===== config.mk =====
export PLATFORM = sky130hd
export DESIGN_NAME = servo_pulse_generator_top
export DESIGN_NICKNAME = d
export VERILOG_FILES = /design/src/hdl/spg_pkg.sv /design/src/hdl/spg_csr.sv /design/src/hdl/spg_prep.sv /design/src/hdl/spg_engine.sv /design/src/hdl/servo_pulse_generator_top.sv
export SDC_FILE = /design/constraint.sdc
export NUM_CORES = 1
export LEC_CHECK = 0
export BUFFER_PORTS_ARGS = -buffer_cell sky130_fd_sc_hd__buf_2
export CAP_MARGIN = 20
export CORE_ASPECT_RATIO = 1.2
export CORE_MARGIN = 1.5
export CORE_UTILIZATION = 24
export CTS_CLUSTER_SIZE = 8
export DETAILED_ROUTE_END_ITERATION = 8
export PLACE_DENSITY = 0.48
export RECOVER_POWER = 50
export SLEW_MARGIN = 0
export SYNTH_ARGS = -nofsm -noshare
export SYNTH_HDL_FRONTEND = slang
export SYNTH_HIERARCHICAL = 1
export SYNTH_SLANG_ARGS = --single-unit

===== constraint.sdc =====
create_clock -name clock -period 28.3 [get_ports clock]
set_input_delay 5.66 -clock clock [delete_from_list [all_inputs] [get_ports clock]]
set_output_delay 5.66 -clock clock [all_outputs]
set_load 0.02 [all_outputs]

===== src/hdl/spg_pkg.sv =====
// spg_pkg: shared types, constants and codes for the servo pulse generator
// used by every module in hdl/; depends on nothing
`timescale 1ns / 1ps
`default_nettype none
package spg_pkg;

   // channel count and field widths
   localparam int NUM_CHANNELS = 3;
   localparam int PIN_W        = 3;
   localparam int ENABLE_W     = 3;
   localparam int OP_W         = 2;
   localparam int CHAN_W       = 2;
   localparam int VALUE_W      = 16;
   localparam int COUNT_W      = 10;
   localparam int PULSE_W      = 6;
   localparam int US_W         = 12;  // internal microsecond width, bounds never exceed 4095
   localparam int DEG_W        = 8;
   localparam int SCALED_W     = 19; // microseconds times 180, at most 468000
   localparam int RECIP_W      = 20;
   localparam int CSR_INDEX_W  = 3;
   localparam int CSR_DATA_W   = 16;

   // timing constants
   localparam int TICK_US          = 50;
   localparam int FRAME_US_50HZ    = 20000;
   localparam int FRAME_US_25HZ    = 40000;
   localparam logic [COUNT_W-1:0] FRAME_TICKS_50HZ = COUNT_W'(FRAME_US_50HZ / TICK_US);
   localparam logic [COUNT_W-1:0] FRAME_TICKS_25HZ = COUNT_W'(FRAME_US_25HZ / TICK_US);

   // pulse bounds in microseconds
   localparam logic [US_W-1:0] DEF_MIN_US   = US_W'(1000);
   localparam logic [US_W-1:0] DEF_MAX_US   = US_W'(2000);
   localparam logic [US_W-1:0] FLOOR_MIN_US = US_W'(400);
   localparam logic [US_W-1:0] CEIL_MAX_US  = US_W'(2600);
   localparam logic [US_W-1:0] US_SAT       = {US_W{1'b1}};
   localparam logic [DEG_W-1:0] MAX_DEGREES = DEG_W'(180);
   localparam logic [PULSE_W-1:0] DEF_PULSE_TICKS = PULSE_W'(1000 / TICK_US);

   // scaled value y = 180 * us, ticks = y / 9000 done as (y * RECIP) >> RECIP_SHIFT
   localparam int SCALED_DIV  = 180 * TICK_US;
   localparam int RECIP_SHIFT = 33;
   localparam logic [RECIP_W-1:0] RECIP_9000 =
      RECIP_W'(((64'd1 << RECIP_SHIFT) + 64'(SCALED_DIV) - 64'd1) / 64'(SCALED_DIV));
   localparam int PROD_W = SCALED_W + RECIP_W;

   // channels that exist
   localparam logic [ENABLE_W-1:0] CHAN_MASK = ENABLE_W'((1 << NUM_CHANNELS) - 1);

   // operation codes
   localparam logic [OP_W-1:0] OP_TICK      = 2'd0;
   localparam logic [OP_W-1:0] OP_WRITE_US  = 2'd1;
   localparam logic [OP_W-1:0] OP_WRITE_DEG = 2'd2;

   // register indexes
   localparam logic [CSR_INDEX_W-1:0] CSR_FRAME_RATE = 3'd0;
   localparam logic [CSR_INDEX_W-1:0] CSR_ENABLE     = 3'd1;
   localparam int CSR_BOUND_BASE = 2;

   // configuration as seen by the datapath (bounds pre-clamped on write)
   typedef struct packed {
      logic                                frame_rate_select;
      logic [ENABLE_W-1:0]                 channel_enable;
      logic [NUM_CHANNELS-1:0][US_W-1:0]   min_us;
      logic [NUM_CHANNELS-1:0][US_W-1:0]   max_us;
   } cfg_type;

   // prepared item held in the input register
   typedef struct packed {
      logic                is_tick;
      logic                write_en;
      logic [CHAN_W-1:0]   chan;
      logic [SCALED_W-1:0] scaled;
   } item_type;

endpackage
`default_nettype wire


===== src/hdl/spg_csr.sv =====
// spg_csr: configuration registers; bounds are clamped as they are written
// depends on spg_pkg
`timescale 1ns / 1ps
`default_nettype none
module spg_csr
   import spg_pkg::*;
(
   input  wire logic                   clock,
   input  wire logic                   reset,
   input  wire logic                   csr_write_enable,
   input  wire logic [CSR_INDEX_W-1:0] csr_index,
   input  wire logic [CSR_DATA_W-1:0]  csr_write_data,
   output cfg_type                     cfg
);

   cfg_type cfg_ff, cfg_in;
   logic [US_W-1:0] min_clamped;
   logic [US_W-1:0] max_clamped;

   // clamp incoming bounds: min up to the floor and down to US_SAT, max down to the ceiling
   always_comb begin
      if (csr_write_data < CSR_DATA_W'(FLOOR_MIN_US)) begin
         min_clamped = FLOOR_MIN_US;
      end else if (csr_write_data > CSR_DATA_W'(US_SAT)) begin
         min_clamped = US_SAT;
      end else begin
         min_clamped = csr_write_data[US_W-1:0];
      end
      if (csr_write_data > CSR_DATA_W'(CEIL_MAX_US)) begin
         max_clamped = CEIL_MAX_US;
      end else begin
         max_clamped = csr_write_data[US_W-1:0];
      end
   end

   // register write decode
   always_comb begin
      cfg_in = cfg_ff;
      if (csr_write_enable) begin
         if (csr_index == CSR_FRAME_RATE) begin
            cfg_in.frame_rate_select = csr_write_data[0];
         end
         if (csr_index == CSR_ENABLE) begin
            cfg_in.channel_enable = csr_write_data[ENABLE_W-1:0];
         end
         for (int i = 0; i < NUM_CHANNELS; i++) begin
            if (csr_index == CSR_INDEX_W'(CSR_BOUND_BASE + 2 * i)) begin
               cfg_in.min_us[i] = min_clamped;
            end
            if (csr_index == CSR_INDEX_W'(CSR_BOUND_BASE + 2 * i + 1)) begin
               cfg_in.max_us[i] = max_clamped;
            end
         end
      end
   end

   always_ff @(posedge clock) begin
      if (reset) begin
         cfg_ff.frame_rate_select <= 1'b0;
         cfg_ff.channel_enable    <= '0;
         for (int i = 0; i < NUM_CHANNELS; i++) begin
            cfg_ff.min_us[i] <= DEF_MIN_US;
            cfg_ff.max_us[i] <= DEF_MAX_US;
         end
      end else begin
         cfg_ff <= cfg_in;
      end
   end

   assign cfg = cfg_ff;

endmodule
`default_nettype wire


===== src/hdl/spg_prep.sv =====
// spg_prep: front logic ahead of the input register; resolves bounds and
// scales the target pulse to 180 * microseconds; depends on spg_pkg
`timescale 1ns / 1ps
`default_nettype none
module spg_prep
   import spg_pkg::*;
(
   input  wire cfg_type              cfg,
   input  wire logic [OP_W-1:0]      req_operation,
   input  wire logic [CHAN_W-1:0]    req_channel,
   input  wire logic [VALUE_W-1:0]   req_value,
   output item_type                  item
);

   logic [US_W-1:0]     sel_min;
   logic [US_W-1:0]     sel_max;
   logic                sel_enabled;
   logic                fallback;
   logic [US_W-1:0]     lo;
   logic [US_W-1:0]     hi;
   logic [US_W-1:0]     span;
   logic [DEG_W-1:0]    deg;
   logic [US_W-1:0]     us_clamped;
   logic [SCALED_W-1:0] scaled_us;
   logic [SCALED_W-1:0] scaled_deg;
   logic                is_write;

   // pick the addressed channel's bounds and enable
   always_comb begin
      sel_min     = DEF_MIN_US;
      sel_max     = DEF_MAX_US;
      sel_enabled = 1'b0;
      for (int i = 0; i < NUM_CHANNELS; i++) begin
         if (req_channel == CHAN_W'(i)) begin
            sel_min     = cfg.min_us[i];
            sel_max     = cfg.max_us[i];
            sel_enabled = cfg.channel_enable[i];
         end
      end
   end

   // effective bounds, default pair when they cross or are equal
   always_comb begin
      fallback = (sel_min >= sel_max);
      lo       = fallback ? DEF_MIN_US : sel_min;
      hi       = fallback ? DEF_MAX_US : sel_max;
      span     = hi - lo;
   end

   // microsecond write: clamp into bounds
   always_comb begin
      if (req_value < VALUE_W'(lo)) begin
         us_clamped = lo;
      end else if (req_value > VALUE_W'(hi)) begin
         us_clamped = hi;
      end else begin
         us_clamped = req_value[US_W-1:0];
      end
      scaled_us = SCALED_W'(us_clamped) * SCALED_W'(MAX_DEGREES);
   end

   // angle write: 180 * lo + span * deg, divided by 180 later with the tick scale
   always_comb begin
      if (req_value > VALUE_W'(MAX_DEGREES)) begin
         deg = MAX_DEGREES;
      end else begin
         deg = req_value[DEG_W-1:0];
      end
      scaled_deg = SCALED_W'(lo) * SCALED_W'(MAX_DEGREES) + SCALED_W'(span) * SCALED_W'(deg);
   end

   // decode
   always_comb begin
      is_write      = (req_operation == OP_WRITE_US) || (req_operation == OP_WRITE_DEG);
      item.is_tick  = (req_operation == OP_TICK);
      item.write_en = is_write && sel_enabled;
      item.chan     = req_channel;
      item.scaled   = (req_operation == OP_WRITE_DEG) ? scaled_deg : scaled_us;
   end

endmodule
`default_nettype wire


===== src/hdl/spg_engine.sv =====
// spg_engine: pulse-length conversion and the frame state (counter, pins,
// stored pulse lengths); its state is the result; depends on spg_pkg
`timescale 1ns / 1ps
`default_nettype none
module spg_engine
   import spg_pkg::*;
(
   input  wire logic                clock,
   input  wire logic                reset,
   input  wire logic                advance,
   input  wire item_type            item,
   input  wire cfg_type             cfg,
   output logic [PIN_W-1:0]         pin_levels,
   output logic [COUNT_W-1:0]       frame_position
);

   logic [COUNT_W-1:0] tick_counter_ff, tick_counter_in;
   logic [PIN_W-1:0]   pin_state_ff, pin_state_in;
   logic [NUM_CHANNELS-1:0][PULSE_W-1:0] pulse_ff, pulse_in;
   logic [PROD_W-1:0]  product;
   logic [PULSE_W-1:0] new_ticks;
   logic [ENABLE_W-1:0] en_mask;
   logic [COUNT_W-1:0] frame_ticks;
   logic [COUNT_W-1:0] counter_inc;

   // ticks = scaled / 9000 by reciprocal multiply
   always_comb begin
      product   = PROD_W'(item.scaled) * PROD_W'(RECIP_9000);
      new_ticks = product[PROD_W-1:RECIP_SHIFT];
   end

   always_comb begin
      en_mask     = cfg.channel_enable & CHAN_MASK;
      frame_ticks = cfg.frame_rate_select ? FRAME_TICKS_25HZ : FRAME_TICKS_50HZ;
      counter_inc = tick_counter_ff + COUNT_W'(1);
   end

   // next state for a tick or a write
   always_comb begin
      tick_counter_in = tick_counter_ff;
      pin_state_in    = pin_state_ff;
      pulse_in        = pulse_ff;
      if (advance) begin
         if (item.is_tick) begin
            if (tick_counter_ff == '0) begin
               pin_state_in = pin_state_in | en_mask;
            end
            for (int i = 0; i < NUM_CHANNELS; i++) begin
               if (en_mask[i] && (tick_counter_ff == COUNT_W'(pulse_ff[i]))) begin
                  pin_state_in[i] = 1'b0;
               end
            end
            tick_counter_in = (counter_inc >= frame_ticks) ? '0 : counter_inc;
         end else if (item.write_en) begin
            for (int i = 0; i < NUM_CHANNELS; i++) begin
               if (item.chan == CHAN_W'(i)) begin
                  pulse_in[i] = new_ticks;
               end
            end
         end
      end
   end

   always_ff @(posedge clock) begin
      if (reset) begin
         tick_counter_ff <= '0;
         pin_state_ff    <= '0;
         for (int i = 0; i < NUM_CHANNELS; i++) begin
            pulse_ff[i] <= DEF_PULSE_TICKS;
         end
      end else begin
         tick_counter_ff <= tick_counter_in;
         pin_state_ff    <= pin_state_in;
         pulse_ff        <= pulse_in;
      end
   end

   assign pin_levels     = pin_state_ff;
   assign frame_position = tick_counter_ff;

`ifndef SYNTHESIS
   // counter never reaches the long frame length
   a_counter_range: assert property (@(posedge clock) disable iff (reset)
      tick_counter_ff < FRAME_TICKS_25HZ)
      else $error("frame counter out of range");

   // counter moves only on a tick transfer
   a_counter_hold: assert property (@(posedge clock) disable iff (reset)
      !(advance && item.is_tick) |=> $stable(tick_counter_ff))
      else $error("frame counter moved without a tick");

   // disabled pins hold their level
   a_disabled_hold: assert property (@(posedge clock) disable iff (reset)
      advance |=> ((pin_state_ff ^ $past(pin_state_ff)) & ~$past(en_mask)) == '0)
      else $error("disabled pin changed");

   // channel 0's stored pulse length stays inside the floor and ceiling bounds
   a_pulse_range: assert property (@(posedge clock) disable iff (reset)
      pulse_ff[0] >= PULSE_W'(FLOOR_MIN_US / US_W'(TICK_US))
      && pulse_ff[0] <= PULSE_W'(CEIL_MAX_US / US_W'(TICK_US)))
      else $error("pulse length out of bounds");
`endif

endmodule
`default_nettype wire


===== src/hdl/servo_pulse_generator_top.sv =====
// servo_pulse_generator_top: handshake, input register and result stage of the
// three-channel servo pulse generator; depends on spg_pkg, spg_csr, spg_prep, spg_engine
// a transferred request waits in the input register and moves into the result stage
// when that stage is empty or its result is being taken
// throughput: one item per cycle; the input register can still take an item while a
// result waits, stalling only when both stages are full and the result is not taken
// reset: synchronous; registers return to their reset values, pulses to 20 ticks,
// frame counter and pins to zero, both pipeline stages empty
`timescale 1ns / 1ps
`default_nettype none
module servo_pulse_generator_top
   import spg_pkg::*;
(
   input  wire logic                   clock,
   input  wire logic                   reset,
   input  wire logic                   req_valid,
   output logic                        req_ready,
   input  wire logic [OP_W-1:0]        req_operation,
   input  wire logic [CHAN_W-1:0]      req_channel,
   input  wire logic [VALUE_W-1:0]     req_value,
   output logic                        rsp_valid,
   input  wire logic                   rsp_ready,
   output logic [PIN_W-1:0]            rsp_pin_levels,
   output logic [COUNT_W-1:0]          rsp_frame_position,
   input  wire logic                   csr_write_enable,
   input  wire logic [CSR_INDEX_W-1:0] csr_index,
   input  wire logic [CSR_DATA_W-1:0]  csr_write_data
);

   cfg_type  cfg;
   item_type prep_item;
   item_type item_ff;
   logic     item_valid_ff, item_valid_in;
   logic     rsp_valid_ff, rsp_valid_in;
   logic     advance;
   logic     req_xfer;

   spg_csr u_csr (
      .clock            (clock),
      .reset            (reset),
      .csr_write_enable (csr_write_enable),
      .csr_index        (csr_index),
      .csr_write_data   (csr_write_data),
      .cfg              (cfg)
   );

   spg_prep u_prep (
      .cfg           (cfg),
      .req_operation (req_operation),
      .req_channel   (req_channel),
      .req_value     (req_value),
      .item          (prep_item)
   );

   // stage handshake
   always_comb begin
      advance       = item_valid_ff && (!rsp_valid_ff || rsp_ready);
      req_ready     = !item_valid_ff || advance;
      req_xfer      = req_valid && req_ready;
      item_valid_in = req_xfer ? 1'b1 : (advance ? 1'b0 : item_valid_ff);
      rsp_valid_in  = advance ? 1'b1 : (rsp_ready ? 1'b0 : rsp_valid_ff);
   end

   always_ff @(posedge clock) begin
      if (reset) begin
         item_valid_ff <= 1'b0;
         rsp_valid_ff  <= 1'b0;
      end else begin
         item_valid_ff <= item_valid_in;
         rsp_valid_ff  <= rsp_valid_in;
      end
   end

   // input register payload
   always_ff @(posedge clock) begin
      if (req_xfer) begin
         item_ff <= prep_item;
      end
   end

   spg_engine u_engine (
      .clock          (clock),
      .reset          (reset),
      .advance        (advance),
      .item           (item_ff),
      .cfg            (cfg),
      .pin_levels     (rsp_pin_levels),
      .frame_position (rsp_frame_position)
   );

   assign rsp_valid = rsp_valid_ff;

endmodule
`default_nettype wire


; ---- Word-level counts from Yosys, hierarchy flattened
; Cells that the tools add are included.
[totals]
regBits = 132
out_inout_bits = 15
[op_classes]
n_addsub = 3
n_mul = 4
n_lt_le_gt_ge = 8
eq_ne = 16
n_mux = 28
n_bitwise = 2
reduce_logical = 36
[ops]
columns = cell, n
row1 = 12-bit two-way mux, 13
row2 = 19-bit by 19-bit multiplier with 38-bit output (second input constant), 1
row3 = 12-bit by 6-bit multiplier with 17-bit output (second input constant), 2
row4 = 16-bit by 12-bit greater-than comparator with 1-bit output (second input constant), 2
row5 = 10-bit by 6-bit equality test with 1-bit output, 3
row6 = 10-bit two-way mux, 2
row7 = 19-bit adder, 1
row8 = 12-bit by 8-bit multiplier with 19-bit output, 1
row9 = 19-bit two-way mux, 1
row10 = 2-bit AND reduction, 9
row11 = 16-bit by 12-bit greater-than comparator with 1-bit output, 1
row12 = 16-bit by 8-bit greater-than comparator with 1-bit output (second input constant), 1
row13 = 16-bit by 12-bit < comparator with 1-bit output, 1
row14 = 16-bit by 9-bit < comparator with 1-bit output (second input constant), 1
row15 = 3-bit equality test (second input constant), 4
row16 = 12-bit greater-or-equal comparator, 1
row17 = 4-bit AND reduction, 3
row18 = 12-bit subtractor, 1
row19 = 10-bit by 1-bit adder with 10-bit output (second input constant), 1
row20 = 10-bit greater-or-equal comparator, 1
row21 = 10-bit zero test, 1
row22 = 1-bit two-way mux, 10
row23 = 2-bit nonzero test, 5
row24 = 3-bit AND reduction, 3
row25 = other kinds (13), 28

; ---- Depth between registers and ports, before layout
[logic_depth]
word_depth = 11
mapped_depth = 44

; ---- Cells and area by module
; The synthesis kept the hierarchy.
[by_module_without_submodules]
columns = mod, instances, cells_per_inst, area_per_inst_um2
row1 = spg_prep, 1, 1063, 8295.5
row2 = spg_engine, 1, 683, 6357.3
row3 = spg_csr, 1, 333, 3050.4
row4 = servo_pulse_generator_top, 1, 33, 794.5

; ---- Worst setup path after synthesis
; No wires, ideal clock.
[synth_path]
path_kind = input-to-reg
startpoint = input req_channel[0]
endpoint = register item_ff[18] (netlist name) (data pin)
setup_ns = 0.272
arrival_ns = 14.557
required_ns = 28.028
slack_ns = 13.472
cell_stages = 40
path_buffers = 6
cell_sequence = buf_6 > buf_2 > buf_1 > mux2i_1 > o21ai_1 > ha_1 > a211o_1 > a31oi_1 > o41ai_1 > a21oi_1 > clkbuf_1 > clkbuf_1 > nand2_1 > ha_1 > o21a_1 > nor2_1 > maj3_2 > a21oi_2 > [4 not listed] > buf_2 > or2_1 > fa_1 > inv_1 > fa_1 > fa_1 > inv_1 > fa_1 > inv_1 > ha_1 > a21o_1 > nor3_1 > a21oi_1 > a31oi_1 > xnor2_1 > xnor2_1 > xor2_1 > mux2i_1
[synth_lines]
columns = item, line
row1 = start: declaration, servo_pulse_generator_top.sv:19  ; input wire logic [CHAN_W-1:0] req_channel,
row2 = end signal: assignment, servo_pulse_generator_top.sv:77  ; item_ff <= prep_item;
row3 = end: declaration, servo_pulse_generator_top.sv:32  ; item_type item_ff;

==> run_results.csv <==
group,metric,value,unit
worst_setup_path,timing.critical_path.slowest_stage_cell,"sky130_fd_sc_hd__clkbuf_1",
clock_network,clockRootBuffer,"sky130_fd_sc_hd__clkbuf_16",
timing,rsz0062_at_grt,"no",
clock_network,cts.hold.buffers_added,0,
yosys,syn-num-nets,2626,
worst_setup_path,crit_arrival,16530,ps
detailed_routing,wirelength,50480,µm
timing,worst_slew_margin_rel,-0.8893,
timing,layout_min_cycle_time,16350,ps
floorplanning,die_h,307.1,µm
worst_setup_path,cpPeakStageDelay,1630,ps
clock_network,clock_insertion_delay_worst_skew,450,ps
timing,transition_time_at_the_pin_with_the_least_slew_margin,2834,ps
yosys,synthFlopType,"sky130_fd_sc_hd__dfxtp_1",
timing,setup_total_negative_slack,0,ps
floorplanning,core_area,76390,µm²
global_route,antenna_found_initial,0,
timing,fmax,61.17,MHz
yosys,synthDistinctLibCells,95,
clock_network,ctsHtreeMaxLevel,4,
timing,min_period_over_period,0.5777,
yosys,average_cell_area_after_synthesis,8.758,µm²
floorplanning,design.portCount,59,
detailed_routing,detailroute.via_count,14670,
yosys,muxShareOfSynthArea,0.02489,
worst_setup_path,setup.worst_path.class,"in2reg",
global_route,groute.usage.overall,0.1312,
floorplanning,die_w,256.4,µm
clock_network,clock_tree.buffer_depth,2,
detailed_routing,antenna_violating_nets_post_route,0,
status,violations,"max-capacitance violations, max-slew violations",
clock_network,clk_pin_slew_worst_paths,70,ps
worst_setup_path,startpoint_type,"input port",
global_route,grt_first_pass_wirelength,82850,µm
floorplanning,dieArea,78750,µm²
yosys,synth_adder_area_share,0.3971,
clock_network,tritoncts.num_buffers,17,
yosys,syn_inst,2112,
global_route,grt_max_degree,62,
place,port_buffers,58,
min_path,hold_class,"reg2reg",
clock_network,clock_sink_count,132,
worst_setup_path,end_kind,"flip-flop",
global_route,global_route.overflow_total,0,
yosys,seq_area_frac_synth,0.1553,
clock_network,post_cts_resize_count,0,
floorplanning,start_util,0.2422,
detailed_routing,route.detailed.vias_per_inst,4.661,
place,gp_routability_congestion,0.8795,
yosys,post_synthesis_compound_gate_area_fraction,0.1473,
yosys,synth_top_cells_by_area,"sky130_fd_sc_hd__fa_1 (21%), sky130_fd_sc_hd__ha_1 (19%), sky130_fd_sc_hd__dfxtp_1 (12%), sky130_fd_sc_hd__inv_1 (7.4%), sky130_fd_sc_hd__nor2_1 (3.8%)",
yosys,ys_warn_count,6,
clock_network,cts_tree,"built",
yosys,ys_top_cells_by_count,"sky130_fd_sc_hd__inv_1 (365), sky130_fd_sc_hd__ha_1 (279), sky130_fd_sc_hd__fa_1 (191)",
yosys,synth_cell_area,18500,µm²
yosys,synth_xor_area_frac,0.04403,
worst_setup_path,worst_ep_required_time,28480,ps
global_route,first_global_vias,15720,
timing,fin_worst_skew,14.69,ps
layout,diodes,0,
detailed_routing,wire_per_inst,16.03,µm
yosys,synth_top_family_by_area,"adder cells",
layout,fillers,8263,
yosys,synth_seq_cells,132,
detailed_routing,route.detailed.drc,0,
layout,drive_above_1_share,0.07227,
yosys,synthMostInstantiatedCell,"sky130_fd_sc_hd__inv_1",
yosys,synth-edff-count,23,
timing,final_hold_violations,0,
place,dp_hpwl,40820,µm
clock_network,postCtsSetupBuffers,0,
layout,finish.net_count,2632,
yosys,synthDominantAreaCellType,"sky130_fd_sc_hd__fa_1",
layout,layout-area-overhead-vs-synth,9.869,%
floorplanning,row_count,111,
status,status,"finished, violations left",
timing,maxSlewViolCount,226,
timing,final-setup-viol-count,0,
detailed_routing,drt-pass1-iter-count,5,
worst_setup_path,timing.reg2reg.setup_slack,18790,ps
worst_setup_path,worst-path-max-fanout,29,
detailed_routing,detailedRoute.firstIterationViolations,567,
job,drv.max_cap_violation_count,6,
layout,finish.utilization,0.2661,
yosys,synth_top_area_frac,0.2067,
yosys,synth_simple_gate_area_frac,0.1364,
yosys,synthArstFlopShare,0,
## state kept, by name (all words and copies together), names as in the netlist, named ones only
register,flops
u_csr/cfg,76
item_valid_ff,1
u_engine/pulse_ff,18
u_engine/frame_position,10
item_ff,23
rsp_valid,1
## metal layers
layer  vias to the layer above  wire length, µm  global-route usage
li1                       7143                -                   -
met1                      7260            22110              0.1564
met2                       207            26000              0.2443
met3                        62              937             0.01072
met4                         0             1436             0.04733
met5                         -                0                   0
## layout make-up
class / instances / area (µm²) / share of cell area
clock buffer: 17 / 425.4 / 0.02093
clock inverter: 15 / 142.6 / 0.007018
inverter: 366 / 1374 / 0.06760
multi-input combinational: 1529 / 13860 / 0.6818
sequential: 132 / 2873 / 0.1414
tap: 1017 / 1272 / 0.06261
timing repair buffer: 72 / 380.4 / 0.01872
## cells by family (layout without fill, tap and decap cells)
| kind of cell | Yosys count | in the layout |
|---|---|---|
| flip-flops | 132 | 132 |
| adder cells (fa/ha/maj) | 473 | 473 |
| XOR/XNOR | 93 | 93 |
| AO/OA/AOI/OAI | 407 | 407 |
| AND/OR/NAND/NOR | 513 | 513 |
| buffers and inverters | 451 | 470 |
| multiplexers | 43 | 43 |
## final timing paths
check,start,to,cells past startpoint
setup / recovery,req_channel[0],item_ff[18],38
hold / removal,u_csr/cfg[41],u_csr/cfg[41],2
setup reg to reg,u_csr/cfg[49],item_ff[18],37
hold reg to reg,u_csr/cfg[41],u_csr/cfg[41],2
## cells in the final DEF (no fill, tap or decap), types with 13 or more instances in the layout
cell	instances
sky130_fd_sc_hd__a211oi_1	16
sky130_fd_sc_hd__a21o_1	18
sky130_fd_sc_hd__a21oi_1	129
sky130_fd_sc_hd__a31oi_1	22
sky130_fd_sc_hd__buf_2	46
sky130_fd_sc_hd__clkbuf_1	14
sky130_fd_sc_hd__clkbuf_16	17
sky130_fd_sc_hd__dfxtp_1	109
sky130_fd_sc_hd__edfxtp_1	23
sky130_fd_sc_hd__fa_1	191
sky130_fd_sc_hd__ha_1	279
sky130_fd_sc_hd__inv_1	365
sky130_fd_sc_hd__mux2_2	16
sky130_fd_sc_hd__mux2i_1	25
sky130_fd_sc_hd__nand2_1	97
sky130_fd_sc_hd__nand2b_1	21
sky130_fd_sc_hd__nand3_1	45
sky130_fd_sc_hd__nand4_1	18
sky130_fd_sc_hd__nor2_1	187
sky130_fd_sc_hd__nor3_1	39
sky130_fd_sc_hd__o211ai_1	14
sky130_fd_sc_hd__o21ai_0	55
sky130_fd_sc_hd__o21ai_1	23
sky130_fd_sc_hd__o21bai_1	13
sky130_fd_sc_hd__o31ai_1	15
sky130_fd_sc_hd__xnor2_1	66
sky130_fd_sc_hd__xor2_1	27
## critical path: cells and delay by family
kind                     cells  cell delay [ps]
XOR/XNOR                     4             1050
buffers and inverters        7             2260
AO/OA/AOI/OAI               13             2890
adder cells (fa/ha/maj)      8             3260
AND/OR/NAND/NOR              5             1270
multiplexers                 1               90
## metrics by stage
stage          hold WS (ps)  std cells  instance area [µm²]  setup WS [ps]
4_1_cts               467.5       3146                20350          13020
5_1_grt               499.6       3148                20320          11300
2_1_floorplan         433.2       2112                18500          13470
6_report              469.9       3148                20320          11950
3_3_place_gp          445.2       3113                19770          12700
3_5_place_dp          451.3       3114                19780          12580
Power is not shown: default switching activity piles up to over one toggle a cycle in this logic, so the estimate is an artifact.
